### src/hdl/range_allocator_coalescing_assert.svh
// Assertion macros used by the allocator datapath.
`ifndef RANGE_ALLOCATOR_COALESCING_ASSERT_SVH
`define RANGE_ALLOCATOR_COALESCING_ASSERT_SVH

// Same-cycle implication, checked on clk outside reset.
`define RAC_ASSERT_NOW(lbl, ante, cons) \
  lbl: assert property (@(posedge clk) disable iff (rst) (ante) |-> (cons)) \
    else $error("range allocator check failed");

// Next-cycle implication, checked on clk outside reset.
`define RAC_ASSERT_NEXT(lbl, ante, cons) \
  lbl: assert property (@(posedge clk) disable iff (rst) (ante) |=> (cons)) \
    else $error("range allocator check failed");

`endif

### src/hdl/rac_pkg.sv
// ----------------------------------------------------------------------------
// rac_pkg
// Constants, codes and control structs of the range allocator.
// ----------------------------------------------------------------------------
`default_nettype none
package rac_pkg;

  localparam int NUM_RANGES = 16;
  localparam int IDX_W      = $clog2(NUM_RANGES);
  localparam int CNT_W      = $clog2(NUM_RANGES + 1);
  // Page size; must be a power of two.
  localparam int PAGE_BYTES = 4096;
  localparam logic [32:0] PAGE_MASK = 33'(PAGE_BYTES - 1);

  localparam logic [1:0] KIND_FREE   = 2'd0;
  localparam logic [1:0] KIND_ALLOC  = 2'd1;
  localparam logic [1:0] KIND_MAPPED = 2'd2;

  localparam logic [2:0] OP_INIT  = 3'd0;
  localparam logic [2:0] OP_ALLOC = 3'd1;
  localparam logic [2:0] OP_FREE  = 3'd2;
  localparam logic [2:0] OP_MAP   = 3'd3;
  localparam logic [2:0] OP_UNMAP = 3'd4;

  localparam logic [1:0] ST_OK        = 2'd0;
  localparam logic [1:0] ST_NOT_FOUND = 2'd1;
  localparam logic [1:0] ST_NO_FIT    = 2'd2;
  localparam logic [1:0] ST_ZERO      = 2'd3;

  localparam logic [1:0] SCAN_BEST  = 2'd0;
  localparam logic [1:0] SCAN_ADDR  = 2'd1;
  localparam logic [1:0] SCAN_MERGE = 2'd2;

  typedef struct packed {
    logic       load;
    logic       init;
    logic       scan_start;
    logic [1:0] scan_mode;
    logic       wr_split;
    logic       wr_hit;
    logic [1:0] wr_kind;
    logic       set_st;
    logic [1:0] st_code;
    logic       set_base;
    logic       push;
  } rac_cmd_t;

  typedef struct packed {
    logic [2:0] op;
    logic       req_zero;
    logic       addr_zero;
    logic       len_zero;
    logic       size_over;
    logic       scan_done;
    logic       hit;
    logic       split_need;
    logic       out_free;
  } rac_sts_t;

endpackage
`default_nettype wire

### src/hdl/rac_ifs.sv
// ----------------------------------------------------------------------------
// rac_ifs
// Request and response channels of the range allocator.
// ----------------------------------------------------------------------------
`default_nettype none
interface rac_req_if;
  logic        valid;
  logic        ready;
  logic [2:0]  op;
  logic [31:0] req_size;
  logic [31:0] addr;
  modport source (output valid, op, req_size, addr, input ready);
  modport sink (input valid, op, req_size, addr, output ready);
endinterface

interface rac_rsp_if;
  logic        valid;
  logic        ready;
  logic [1:0]  status;
  logic [31:0] range_base;
  modport source (output valid, status, range_base, input ready);
  modport sink (input valid, status, range_base, output ready);
endinterface
`default_nettype wire

### src/hdl/range_allocator_coalescing.sv
// ----------------------------------------------------------------------------
// range_allocator_coalescing
// Best-fit allocator of address ranges with merging of free neighbors.
// ----------------------------------------------------------------------------
//  channel  direction  carries
//  req      in         op, req_size, addr
//  rsp      out        status, range_base
//  apb      in/out     segment_base (0x0), segment_length (0x4)
//
// One request at a time. Init, rejected and unknown requests finish in the
// decode state. A lookup or fit search makes one pipelined pass over the
// 16-entry table, one read per cycle, and ends there on a miss; on a hit,
// map, unmap and alloc write the hit entry, alloc with split writes the
// spare entry first, and free runs a merge pass before its write.
// The table has a single read port; a stalled response adds its stall
// before the next request is taken.
// Reset clears the used bits at once; no clearing pass.
// A result waits in the response register while the next request is taken.
// ----------------------------------------------------------------------------
`default_nettype none
module range_allocator_coalescing (
  input  wire logic  clk,
  input  wire logic  rst,
  rac_req_if.sink    req,
  rac_rsp_if.source  rsp,
  input  wire logic        psel,
  input  wire logic        penable,
  input  wire logic        pwrite,
  input  wire logic [2:0]  paddr,
  input  wire logic [31:0] pwdata,
  output logic [31:0]      prdata,
  output logic             pready
);
  import rac_pkg::*;

  logic [31:0] segment_base, segment_length;
  rac_cmd_t cmd;
  rac_sts_t sts;

  // Config registers: decode on the register word bit only.
  assign pready = 1'b1;
  assign prdata = paddr[2] ? segment_length : segment_base;

  always_ff @(posedge clk) begin
    if (rst) begin
      segment_base <= '0;
      segment_length <= '0;
    end else if (psel && penable && pwrite) begin
      if (paddr[2]) begin
        segment_length <= pwdata;
      end else begin
        segment_base <= pwdata;
      end
    end
  end

  // Sequencer drives the datapath by command struct.
  rac_ctrl u_ctrl (
    .clk      (clk),
    .rst      (rst),
    .in_valid (req.valid),
    .in_ready (req.ready),
    .sts      (sts),
    .cmd      (cmd)
  );

  // Table, scan pipeline and response register.
  rac_dp u_dp (
    .clk         (clk),
    .rst         (rst),
    .in_op       (req.op),
    .in_req_size (req.req_size),
    .in_addr     (req.addr),
    .seg_base    (segment_base),
    .seg_length  (segment_length),
    .cmd         (cmd),
    .sts         (sts),
    .out_valid   (rsp.valid),
    .out_ready   (rsp.ready),
    .out_status  (rsp.status),
    .out_base    (rsp.range_base)
  );
endmodule
`default_nettype wire

### src/hdl/rac_ctrl.sv
// ----------------------------------------------------------------------------
// rac_ctrl
// Sequencer: decode a request, run table scans, issue the table writes.
// ----------------------------------------------------------------------------
`default_nettype none
module rac_ctrl (
  input  wire logic              clk,
  input  wire logic              rst,
  input  wire logic              in_valid,
  output logic                   in_ready,
  input  wire rac_pkg::rac_sts_t sts,
  output rac_pkg::rac_cmd_t      cmd
);
  import rac_pkg::*;

  localparam logic [2:0] S_IDLE   = 3'd0;
  localparam logic [2:0] S_DECODE = 3'd1;
  localparam logic [2:0] S_SCAN   = 3'd2;
  localparam logic [2:0] S_SPLIT  = 3'd3;
  localparam logic [2:0] S_WRITE  = 3'd4;
  localparam logic [2:0] S_MERGE  = 3'd5;
  localparam logic [2:0] S_DONE   = 3'd6;

  logic [2:0] state, state_next;

  assign in_ready = (state == S_IDLE);

  always_ff @(posedge clk) begin
    if (rst) begin
      state <= S_IDLE;
    end else begin
      state <= state_next;
    end
  end

  always_comb begin
    state_next = state;
    cmd = '0;
    unique case (state)
      S_IDLE: begin
        if (in_valid) begin
          cmd.load = 1'b1;
          state_next = S_DECODE;
        end
      end
      S_DECODE: begin
        state_next = S_DONE;
        cmd.set_st = 1'b1;
        unique case (sts.op) inside
          OP_INIT: begin
            if (sts.len_zero) begin
              cmd.st_code = ST_ZERO;
            end else begin
              cmd.init = 1'b1;
              cmd.st_code = ST_OK;
            end
          end
          OP_ALLOC: begin
            if (sts.req_zero) begin
              cmd.st_code = ST_ZERO;
            end else if (sts.size_over) begin
              cmd.st_code = ST_NO_FIT;
            end else begin
              cmd.set_st = 1'b0;
              cmd.scan_start = 1'b1;
              cmd.scan_mode = SCAN_BEST;
              state_next = S_SCAN;
            end
          end
          OP_FREE, OP_MAP, OP_UNMAP: begin
            if (sts.addr_zero) begin
              cmd.st_code = ST_ZERO;
            end else begin
              cmd.set_st = 1'b0;
              cmd.scan_start = 1'b1;
              cmd.scan_mode = SCAN_ADDR;
              state_next = S_SCAN;
            end
          end
          default: cmd.st_code = ST_NOT_FOUND;
        endcase
      end
      S_SCAN: begin
        if (sts.scan_done) begin
          cmd.set_st = 1'b1;
          if (!sts.hit) begin
            cmd.st_code = (sts.op == OP_ALLOC) ? ST_NO_FIT : ST_NOT_FOUND;
            state_next = S_DONE;
          end else if (sts.op == OP_ALLOC) begin
            cmd.st_code = ST_OK;
            cmd.set_base = 1'b1;
            state_next = sts.split_need ? S_SPLIT : S_WRITE;
          end else if (sts.op == OP_FREE) begin
            cmd.st_code = ST_OK;
            cmd.scan_start = 1'b1;
            cmd.scan_mode = SCAN_MERGE;
            state_next = S_MERGE;
          end else begin
            cmd.st_code = ST_OK;
            state_next = S_WRITE;
          end
        end
      end
      S_SPLIT: begin
        cmd.wr_split = 1'b1;
        state_next = S_WRITE;
      end
      S_MERGE: begin
        if (sts.scan_done) begin
          state_next = S_WRITE;
        end
      end
      S_WRITE: begin
        cmd.wr_hit = 1'b1;
        case (sts.op)
          OP_FREE: cmd.wr_kind = KIND_FREE;
          OP_MAP:  cmd.wr_kind = KIND_MAPPED;
          default: cmd.wr_kind = KIND_ALLOC;
        endcase
        state_next = S_DONE;
      end
      S_DONE: begin
        if (sts.out_free) begin
          cmd.push = 1'b1;
          state_next = S_IDLE;
        end
      end
      default: state_next = S_IDLE;
    endcase
  end
endmodule
`default_nettype wire

### src/hdl/rac_dp.sv
// ----------------------------------------------------------------------------
// rac_dp
// Range table, scan pipeline, request registers and result register.
// ----------------------------------------------------------------------------
`default_nettype none
`include "range_allocator_coalescing_assert.svh"
module rac_dp (
  input  wire logic              clk,
  input  wire logic              rst,
  input  wire logic [2:0]        in_op,
  input  wire logic [31:0]       in_req_size,
  input  wire logic [31:0]       in_addr,
  input  wire logic [31:0]       seg_base,
  input  wire logic [31:0]       seg_length,
  input  wire rac_pkg::rac_cmd_t cmd,
  output rac_pkg::rac_sts_t      sts,
  output logic                   out_valid,
  input  wire logic              out_ready,
  output logic [1:0]             out_status,
  output logic [31:0]            out_base
);
  import rac_pkg::*;

  // table storage; kind/base/length live in memory, used bits in flops
  logic [1:0]  mem_kind [NUM_RANGES];
  logic [31:0] mem_base [NUM_RANGES];
  logic [31:0] mem_len  [NUM_RANGES];
  logic [NUM_RANGES-1:0] used;

  logic [2:0]  op;
  logic [31:0] addr;
  logic [32:0] size;
  logic [1:0]  st;
  logic [31:0] rbase;

  logic [CNT_W-1:0] scan_cnt;
  logic             scan_run;
  logic [1:0]       scan_mode;
  logic             rd_v;
  logic [IDX_W-1:0] rd_idx;
  logic [1:0]       rd_kind;
  logic [31:0]      rd_base, rd_len;

  logic             hit;
  logic [IDX_W-1:0] hit_idx;
  logic [31:0]      hit_base, hit_len;

  logic             spare_ok;
  logic [IDX_W-1:0] spare_idx;
  logic             issue, scan_done, take;
  logic [32:0]      x_end, r_end;
  logic [1:0]       want_kind;
  logic             wr_en;
  logic [IDX_W-1:0] wr_addr;
  logic [1:0]       wr_kind;
  logic [31:0]      wr_base, wr_len;

  // first unused slot
  always_comb begin
    spare_ok = 1'b0;
    spare_idx = '0;
    for (int i = NUM_RANGES - 1; i >= 0; i--) begin
      if (!used[i]) begin
        spare_ok = 1'b1;
        spare_idx = IDX_W'(i);
      end
    end
  end

  assign issue = scan_run && (scan_cnt != CNT_W'(NUM_RANGES));
  assign scan_done = scan_run && !issue && !rd_v;
  assign want_kind = (op == OP_UNMAP) ? KIND_MAPPED : KIND_ALLOC;
  assign x_end = {1'b0, rd_base} + {1'b0, rd_len};
  assign r_end = {1'b0, hit_base} + {1'b0, hit_len};

  always_comb begin
    take = 1'b0;
    if (rd_v && used[rd_idx]) begin
      case (scan_mode)
        SCAN_BEST: take = (rd_kind == KIND_FREE) && ({1'b0, rd_len} >= size)
                          && (!hit || rd_len < hit_len);
        SCAN_ADDR: take = (rd_kind == want_kind) && (rd_base == addr) && !hit;
        default:   take = (rd_idx != hit_idx) && (rd_kind == KIND_FREE)
                          && (x_end == {1'b0, hit_base} || r_end == {1'b0, rd_base});
      endcase
    end
  end

  // single write port shared by init, split and final write
  always_comb begin
    wr_en = cmd.init || cmd.wr_split || cmd.wr_hit;
    wr_addr = hit_idx;
    wr_kind = cmd.wr_kind;
    wr_base = hit_base;
    wr_len = hit_len;
    if (cmd.init) begin
      wr_addr = '0;
      wr_kind = KIND_FREE;
      wr_base = seg_base;
      wr_len = seg_length;
    end else if (cmd.wr_split) begin
      wr_addr = spare_idx;
      wr_kind = KIND_FREE;
      wr_base = hit_base + size[31:0];
      wr_len = hit_len - size[31:0];
    end
  end

  always_ff @(posedge clk) begin
    if (wr_en) begin
      mem_kind[wr_addr] <= wr_kind;
      mem_base[wr_addr] <= wr_base;
      mem_len[wr_addr] <= wr_len;
    end
    rd_kind <= mem_kind[scan_cnt[IDX_W-1:0]];
    rd_base <= mem_base[scan_cnt[IDX_W-1:0]];
    rd_len <= mem_len[scan_cnt[IDX_W-1:0]];
  end

  always_ff @(posedge clk) begin
    if (rst) begin
      used <= '0;
      scan_run <= 1'b0;
      rd_v <= 1'b0;
      out_valid <= 1'b0;
    end else begin
      if (cmd.init) begin
        used <= NUM_RANGES'(1);
      end else if (cmd.wr_split) begin
        used[spare_idx] <= 1'b1;
      end else if (take && scan_mode == SCAN_MERGE) begin
        used[rd_idx] <= 1'b0;
      end
      if (cmd.scan_start) begin
        scan_run <= 1'b1;
      end else if (scan_done) begin
        scan_run <= 1'b0;
      end
      rd_v <= issue;
      if (cmd.push) begin
        out_valid <= 1'b1;
      end else if (out_ready) begin
        out_valid <= 1'b0;
      end
    end
  end

  always_ff @(posedge clk) begin
    if (cmd.load) begin
      op <= in_op;
      addr <= in_addr;
      size <= ({1'b0, in_req_size} + PAGE_MASK) & ~PAGE_MASK;
      rbase <= '0;
    end
    if (cmd.scan_start) begin
      scan_cnt <= '0;
      scan_mode <= cmd.scan_mode;
    end else if (issue) begin
      scan_cnt <= scan_cnt + CNT_W'(1);
    end
    if (issue) begin
      rd_idx <= scan_cnt[IDX_W-1:0];
    end
    if (cmd.scan_start && cmd.scan_mode != SCAN_MERGE) begin
      hit <= 1'b0;
    end else if (take) begin
      hit <= 1'b1;
      if (scan_mode == SCAN_MERGE) begin
        // absorb the neighbor: below moves the base, above only grows
        if (x_end == {1'b0, hit_base}) begin
          hit_base <= rd_base;
        end
        hit_len <= hit_len + rd_len;
      end else begin
        hit_idx <= rd_idx;
        hit_base <= rd_base;
        hit_len <= rd_len;
      end
    end else if (cmd.wr_split) begin
      hit_len <= size[31:0];
    end
    if (cmd.set_st) begin
      st <= cmd.st_code;
    end
    if (cmd.set_base) begin
      rbase <= hit_base;
    end
    if (cmd.push) begin
      out_status <= st;
      out_base <= rbase;
    end
  end

  always_comb begin
    sts.op = op;
    sts.req_zero = (size == '0);
    sts.addr_zero = (addr == '0);
    sts.len_zero = (seg_length == '0);
    sts.size_over = size[32];
    sts.scan_done = scan_done;
    sts.hit = hit;
    sts.split_need = (hit_len > size[31:0]) && spare_ok;
    sts.out_free = !out_valid || out_ready;
  end

  `RAC_ASSERT_NEXT(a_init_slot0, cmd.init, used[0])
  `RAC_ASSERT_NOW(a_split_spare, cmd.wr_split, spare_ok && hit)
  `RAC_ASSERT_NOW(a_scan_end, scan_done, scan_cnt == CNT_W'(NUM_RANGES))
  `RAC_ASSERT_NOW(a_one_write, wr_en, !(cmd.init && (cmd.wr_split || cmd.wr_hit)))
endmodule
`default_nettype wire

### src/flat_wrapper.sv
// flat-port wrapper written by rule: the top's interface ports become plain ports
module range_allocator_coalescing_flat import rac_pkg::*;
  (clk, rst, psel, penable, pwrite, paddr, pwdata, prdata, pready, req_valid, req_op, req_req_size, req_addr, req_ready, rsp_valid, rsp_status, rsp_range_base, rsp_ready);
  rac_req_if req_i ();
  rac_rsp_if rsp_i ();
  input  wire logic clk;
  input  wire logic rst;
  input  wire logic psel;
  input  wire logic penable;
  input  wire logic pwrite;
  input  wire logic [2:0] paddr;
  input  wire logic [31:0] pwdata;
  output logic [31:0] prdata;
  output logic pready;
  input wire logic [$bits(req_i.valid)-1:0] req_valid;
  input wire logic [$bits(req_i.op)-1:0] req_op;
  input wire logic [$bits(req_i.req_size)-1:0] req_req_size;
  input wire logic [$bits(req_i.addr)-1:0] req_addr;
  output wire logic [$bits(req_i.ready)-1:0] req_ready;
  output wire logic [$bits(rsp_i.valid)-1:0] rsp_valid;
  output wire logic [$bits(rsp_i.status)-1:0] rsp_status;
  output wire logic [$bits(rsp_i.range_base)-1:0] rsp_range_base;
  input wire logic [$bits(rsp_i.ready)-1:0] rsp_ready;
  assign req_i.valid = req_valid;
  assign req_i.op = req_op;
  assign req_i.req_size = req_req_size;
  assign req_i.addr = req_addr;
  assign req_ready = req_i.ready;
  assign rsp_valid = rsp_i.valid;
  assign rsp_status = rsp_i.status;
  assign rsp_range_base = rsp_i.range_base;
  assign rsp_i.ready = rsp_ready;
  range_allocator_coalescing u_core (.clk(clk), .rst(rst), .req(req_i), .rsp(rsp_i), .psel(psel), .penable(penable), .pwrite(pwrite), .paddr(paddr), .pwdata(pwdata), .prdata(prdata), .pready(pready));
endmodule
### config.mk
export PLATFORM = sky130hd
export DESIGN_NAME = range_allocator_coalescing_flat
export DESIGN_NICKNAME = d
export VERILOG_FILES = /design/src/hdl/rac_pkg.sv /design/src/hdl/rac_ifs.sv /design/src/hdl/range_allocator_coalescing.sv /design/src/hdl/rac_ctrl.sv /design/src/hdl/rac_dp.sv /design/src/flat_wrapper.sv
export VERILOG_INCLUDE_DIRS = /design/src /design/src/hdl
export SDC_FILE = /design/constraint.sdc
export NUM_CORES = 2
export LEC_CHECK = 0
export BUFFER_PORTS_ARGS = -buffer_cell sky130_fd_sc_hd__buf_2
export CORE_UTILIZATION = 57
export CTS_CLUSTER_DIAMETER = 200
export DETAILED_ROUTE_END_ITERATION = 8
export PLACE_DENSITY = 0.77
export SYNTH_ARGS = -nofsm -noshare
export SYNTH_HDL_FRONTEND = slang
export SYNTH_SLANG_ARGS = --single-unit
### constraint.sdc
create_clock -name clk -period 4.9 [get_ports clk]
set_clock_uncertainty 0.1 [all_clocks]
set_input_delay 0.735 -clock clk [delete_from_list [all_inputs] [get_ports clk]]
set_output_delay 0.735 -clock clk [all_outputs]
set_load 0.01 [all_outputs]
==> reports/results.txt <==
Slew headroom: 0.167
Post-Syn Area: 63500 sq um
Post-CTS setup buffer count: 0
DR pass1 iterations: 9
Die Area: 113000 sq um
Num rows: 122
Max clock buf depth: 3
Initial antenna violation count: 13
Violated checks: design-rule violations
EDFF count, synth: 1254
Max Cap Viol: 0
Final net count: 5015
Share of cells above drive strength 1: 0.246
PD cells: 505 nW/um^2
Vias in the first global route: 40300
Synth top area cells: edfxtp_1 59%, mux4_2 12%, dfxtp_1 5.0%
# DRC: 3
Mapped Nets: 4511
Setup_tns: 0 ns
Worst path arrival time: 5.23 ns
Final core area utilization: 0.667
Placed inst area: 69000 sq um
Final HPWL DP: 135 mm
Minimum clock period: 4.82 ns
Chip height: 336 um
Hold EP: u_core.u_dp.addr[11]$_DFFE_PP_
Hold path startpoint: req_addr[11]
Initial Util: 0.575
Core Box Area: 111000 sq um
Fin crit share: 0.983
Synth Flop Type: edfxtp_1
GRT Util Overall: 0.354
Wire per inst: 31.5 um
# fillers: 7437
Largest net degree at the start of global routing: 105
Synth async-reset ratio: 0
Status: finished with violations
Max-slew violations: 0
Die Width: 336 um
Final Cell Area: 73700 sq um
Post-route setup slack: 0.0811 ns
First-pass GRT wire length: 282 mm
Post-Syn Area per Cell: 15.1 sq um
Via count: 42000
Clock-pin transition on the worst setup and hold timing paths: 0.06 ns
Synth cell count leaders: 1254 x edfxtp_1, 375 x nand2_1, 335 x mux4_2
Hold WC Path Type: input port to flip-flop
Netlist cell types: 84
DRT iter0 DRCs: 6095
Area leader, netlist: edfxtp_1
Worst-Margin Slew: 1.25 ns
Cts hold-fix bufs: 0
Total congestion overflow: 0
Worst skew pair latency: 0.78 ns
Post-Synthesis Cells: 4209
TritonCTS clock tree: done
Post-synth top area share: 0.593
Via density: 6.65
P_leak: 25.4 nW
Setup crit end kind: flip-flop
Top-count cell post-synth: edfxtp_1
Flop2flop setup slack: 0.08 ns
Max IR drop VDD: 341 uV
Final setup fails: 0
Drt total wl: 199 mm
Reg-to-Reg End: u_core.u_dp.hit_len[12]$_DFFE_PP_
Critical path origin: u_core.u_dp.rd_len[20]$_DFF_P_
Max Freq: 208 MHz
Required @ worst endpoint: 5.31 ns
Clock Sinks: 1412
Yosys reg bits: 1412
WHS Path Cells: 1
CTS buffer count: 140
Critical path peak fanout: 13
Antenna-violating nets left: 0
Reg2reg start: u_core.u_dp.rd_len[20]$_DFF_P_
Setup WS pre-CTS: -0.284 ns
Synth warn: 0
H-tree depth: 4
Post-synthesis sequential area ratio: 0.643
I/O Pins: 178
Endpoints failing hold: 0
Area growth, synth to finish: 16.0%
R2R cell count: 13
Type of origin of the critical path: flip-flop
Final GP Congestion: 1.03
# port buffers: 174
Crit path kind: flip-flop to flip-flop
Root Driver: clkbuf_16
[state kept, by name, summed over array words and instances, names as in the netlist, 4 cells and up]
register and count:
u_core.u_dp.mem_len 512, u_core.u_dp.hit_len 32, u_core.u_dp.size 21, u_core.u_dp.out_base 32, u_core.u_dp.mem_base 512, u_core.u_dp.rbase 32, u_core.segment_length 32, u_core.u_dp.rd_base 32
u_core.u_dp.hit_idx 4, u_core.u_dp.rd_idx 4, u_core.u_dp.rd_len 32, u_core.u_dp.scan_cnt 5, u_core.u_dp.mem_kind 32, u_core.u_dp.addr 32, u_core.u_dp.used 16, u_core.u_dp.hit_base 32
u_core.segment_base 32
[logic make-up (layout without fill, tap and decap cells)]
| kind of cell | after synthesis | after routing | synth area share |
|---|---|---|---|
| DFF | 1412 | 1412 | 0.643 |
| and+or+nand+nor | 1008 | 1008 | 0.0759 |
| AOI/OAI and AO/OA | 728 | 728 | 0.0717 |
| muxes | 384 | 384 | 0.127 |
| buffers and inverters | 292 | 912 | 0.0177 |
| adders and majority gates | 193 | 193 | 0.0386 |
| xor gates and xnor gates | 191 | 191 | 0.0263 |
| other | 1 | 3 | 0.0000590 |
[through the flow]
step	hold WS, ns	power (W)	cells
floorplan	0.300	0.0218	4209
global placement	0.304	0.0261	6059
CTS	0.0163	0.0369	6317
detailed placement	0.305	0.0262	6059
global route	0.0259	0.0384	6317
finish	0.0424	0.0372	6319
[metal layers]
| metal | wire, um | global-route usage | part of all wire | up-vias |
|---|---|---|---|---|
| li1 | - | - | - | 17500 |
| met1 | 75400 | 0.487 | 0.38 | 20900 |
| met2 | 88800 | 0.531 | 0.45 | 3090 |
| met3 | 25500 | 0.105 | 0.13 | 492 |
| met4 | 9170 | 0.146 | 0.046 | 12 |
| met5 | 80 | 0 | 0.00040 | - |
[worst max-delay path, stage by stage (launching register included)]
cell and delay [ns]:
dfxtp_1 0.38, ha_1 0.33, and4_1 0.31, nand2_1 0.15
a311oi_4 0.48, and3b_1 0.24, o311a_1 0.33, or3_1 0.39
a2111oi_4 0.42, nand3_1 0.16, o32a_4 0.42, o2bb2ai_4 0.24
buf_4 0.23, mux2_2 0.35
[where the power goes]
group	internal, W	switching, W	total [W]	leakage (nW)
logic	0.00529	0.00682	0.0121	10.5
clock network	0.00603	0.00473	0.0108	2.19
registers	0.0137	0.000700	0.0144	12.7
[cell usage in the layout, fill, tap and decap left out, drive strengths merged, types with 48 or more instances in the layout]
cell    count
edfxtp   1254
inv       124
mux4      335
xor2       71
and2       48
clkinv     52
buf       539
nor3       73
dfxtp     158
o21ai     168
nor2      197
clkbuf    174
a21oi     264
nand2     375
nor4       51
xnor2     120
ha        188
nand3      56
nand4      58
[how the worst max path moves through the flow]
| stage | to | slack (ns) |
|---|---|---|
| after floorplan | u_core.u_dp.mem_base[12][0]$_DFFE_PP_ | -0.33 |
| after global placement | u_core.u_dp.hit_len[12]$_DFFE_PP_ | -0.07 |
| after detailed placement | u_core.u_dp.hit_len[12]$_DFFE_PP_ | -0.28 |
| after CTS | u_core.u_dp.hit_len[12]$_DFFE_PP_ | 0.004 |
| after global routing | u_core.u_dp.hit_len[13]$_DFFE_PP_ | -0.02 |
| final | u_core.u_dp.hit_len[12]$_DFFE_PP_ | 0.08 |
[repair_timing]
item / CTS / global route
pin swaps: 0 / 2
resized for setup: 2 / 13
endpoints found under the setup margin: 113 / 113
[area by class of cell]
| cell class | count | area, sq um | share of cell area |
|---|---|---|---|
| flip-flops and latches | 1412 | 40800 | 0.554 |
| multi-input cells | 2505 | 21800 | 0.296 |
| repair buffers | 539 | 4150 | 0.0563 |
| clock buffers | 174 | 3760 | 0.0510 |
| well taps | 1488 | 1860 | 0.0253 |
| clock inverters | 84 | 810 | 0.0110 |
| inverters | 115 | 432 | 0.00586 |
| diodes | 2 | 5.00 | 0.0000679 |
Power figures use the tool's default switching activity.
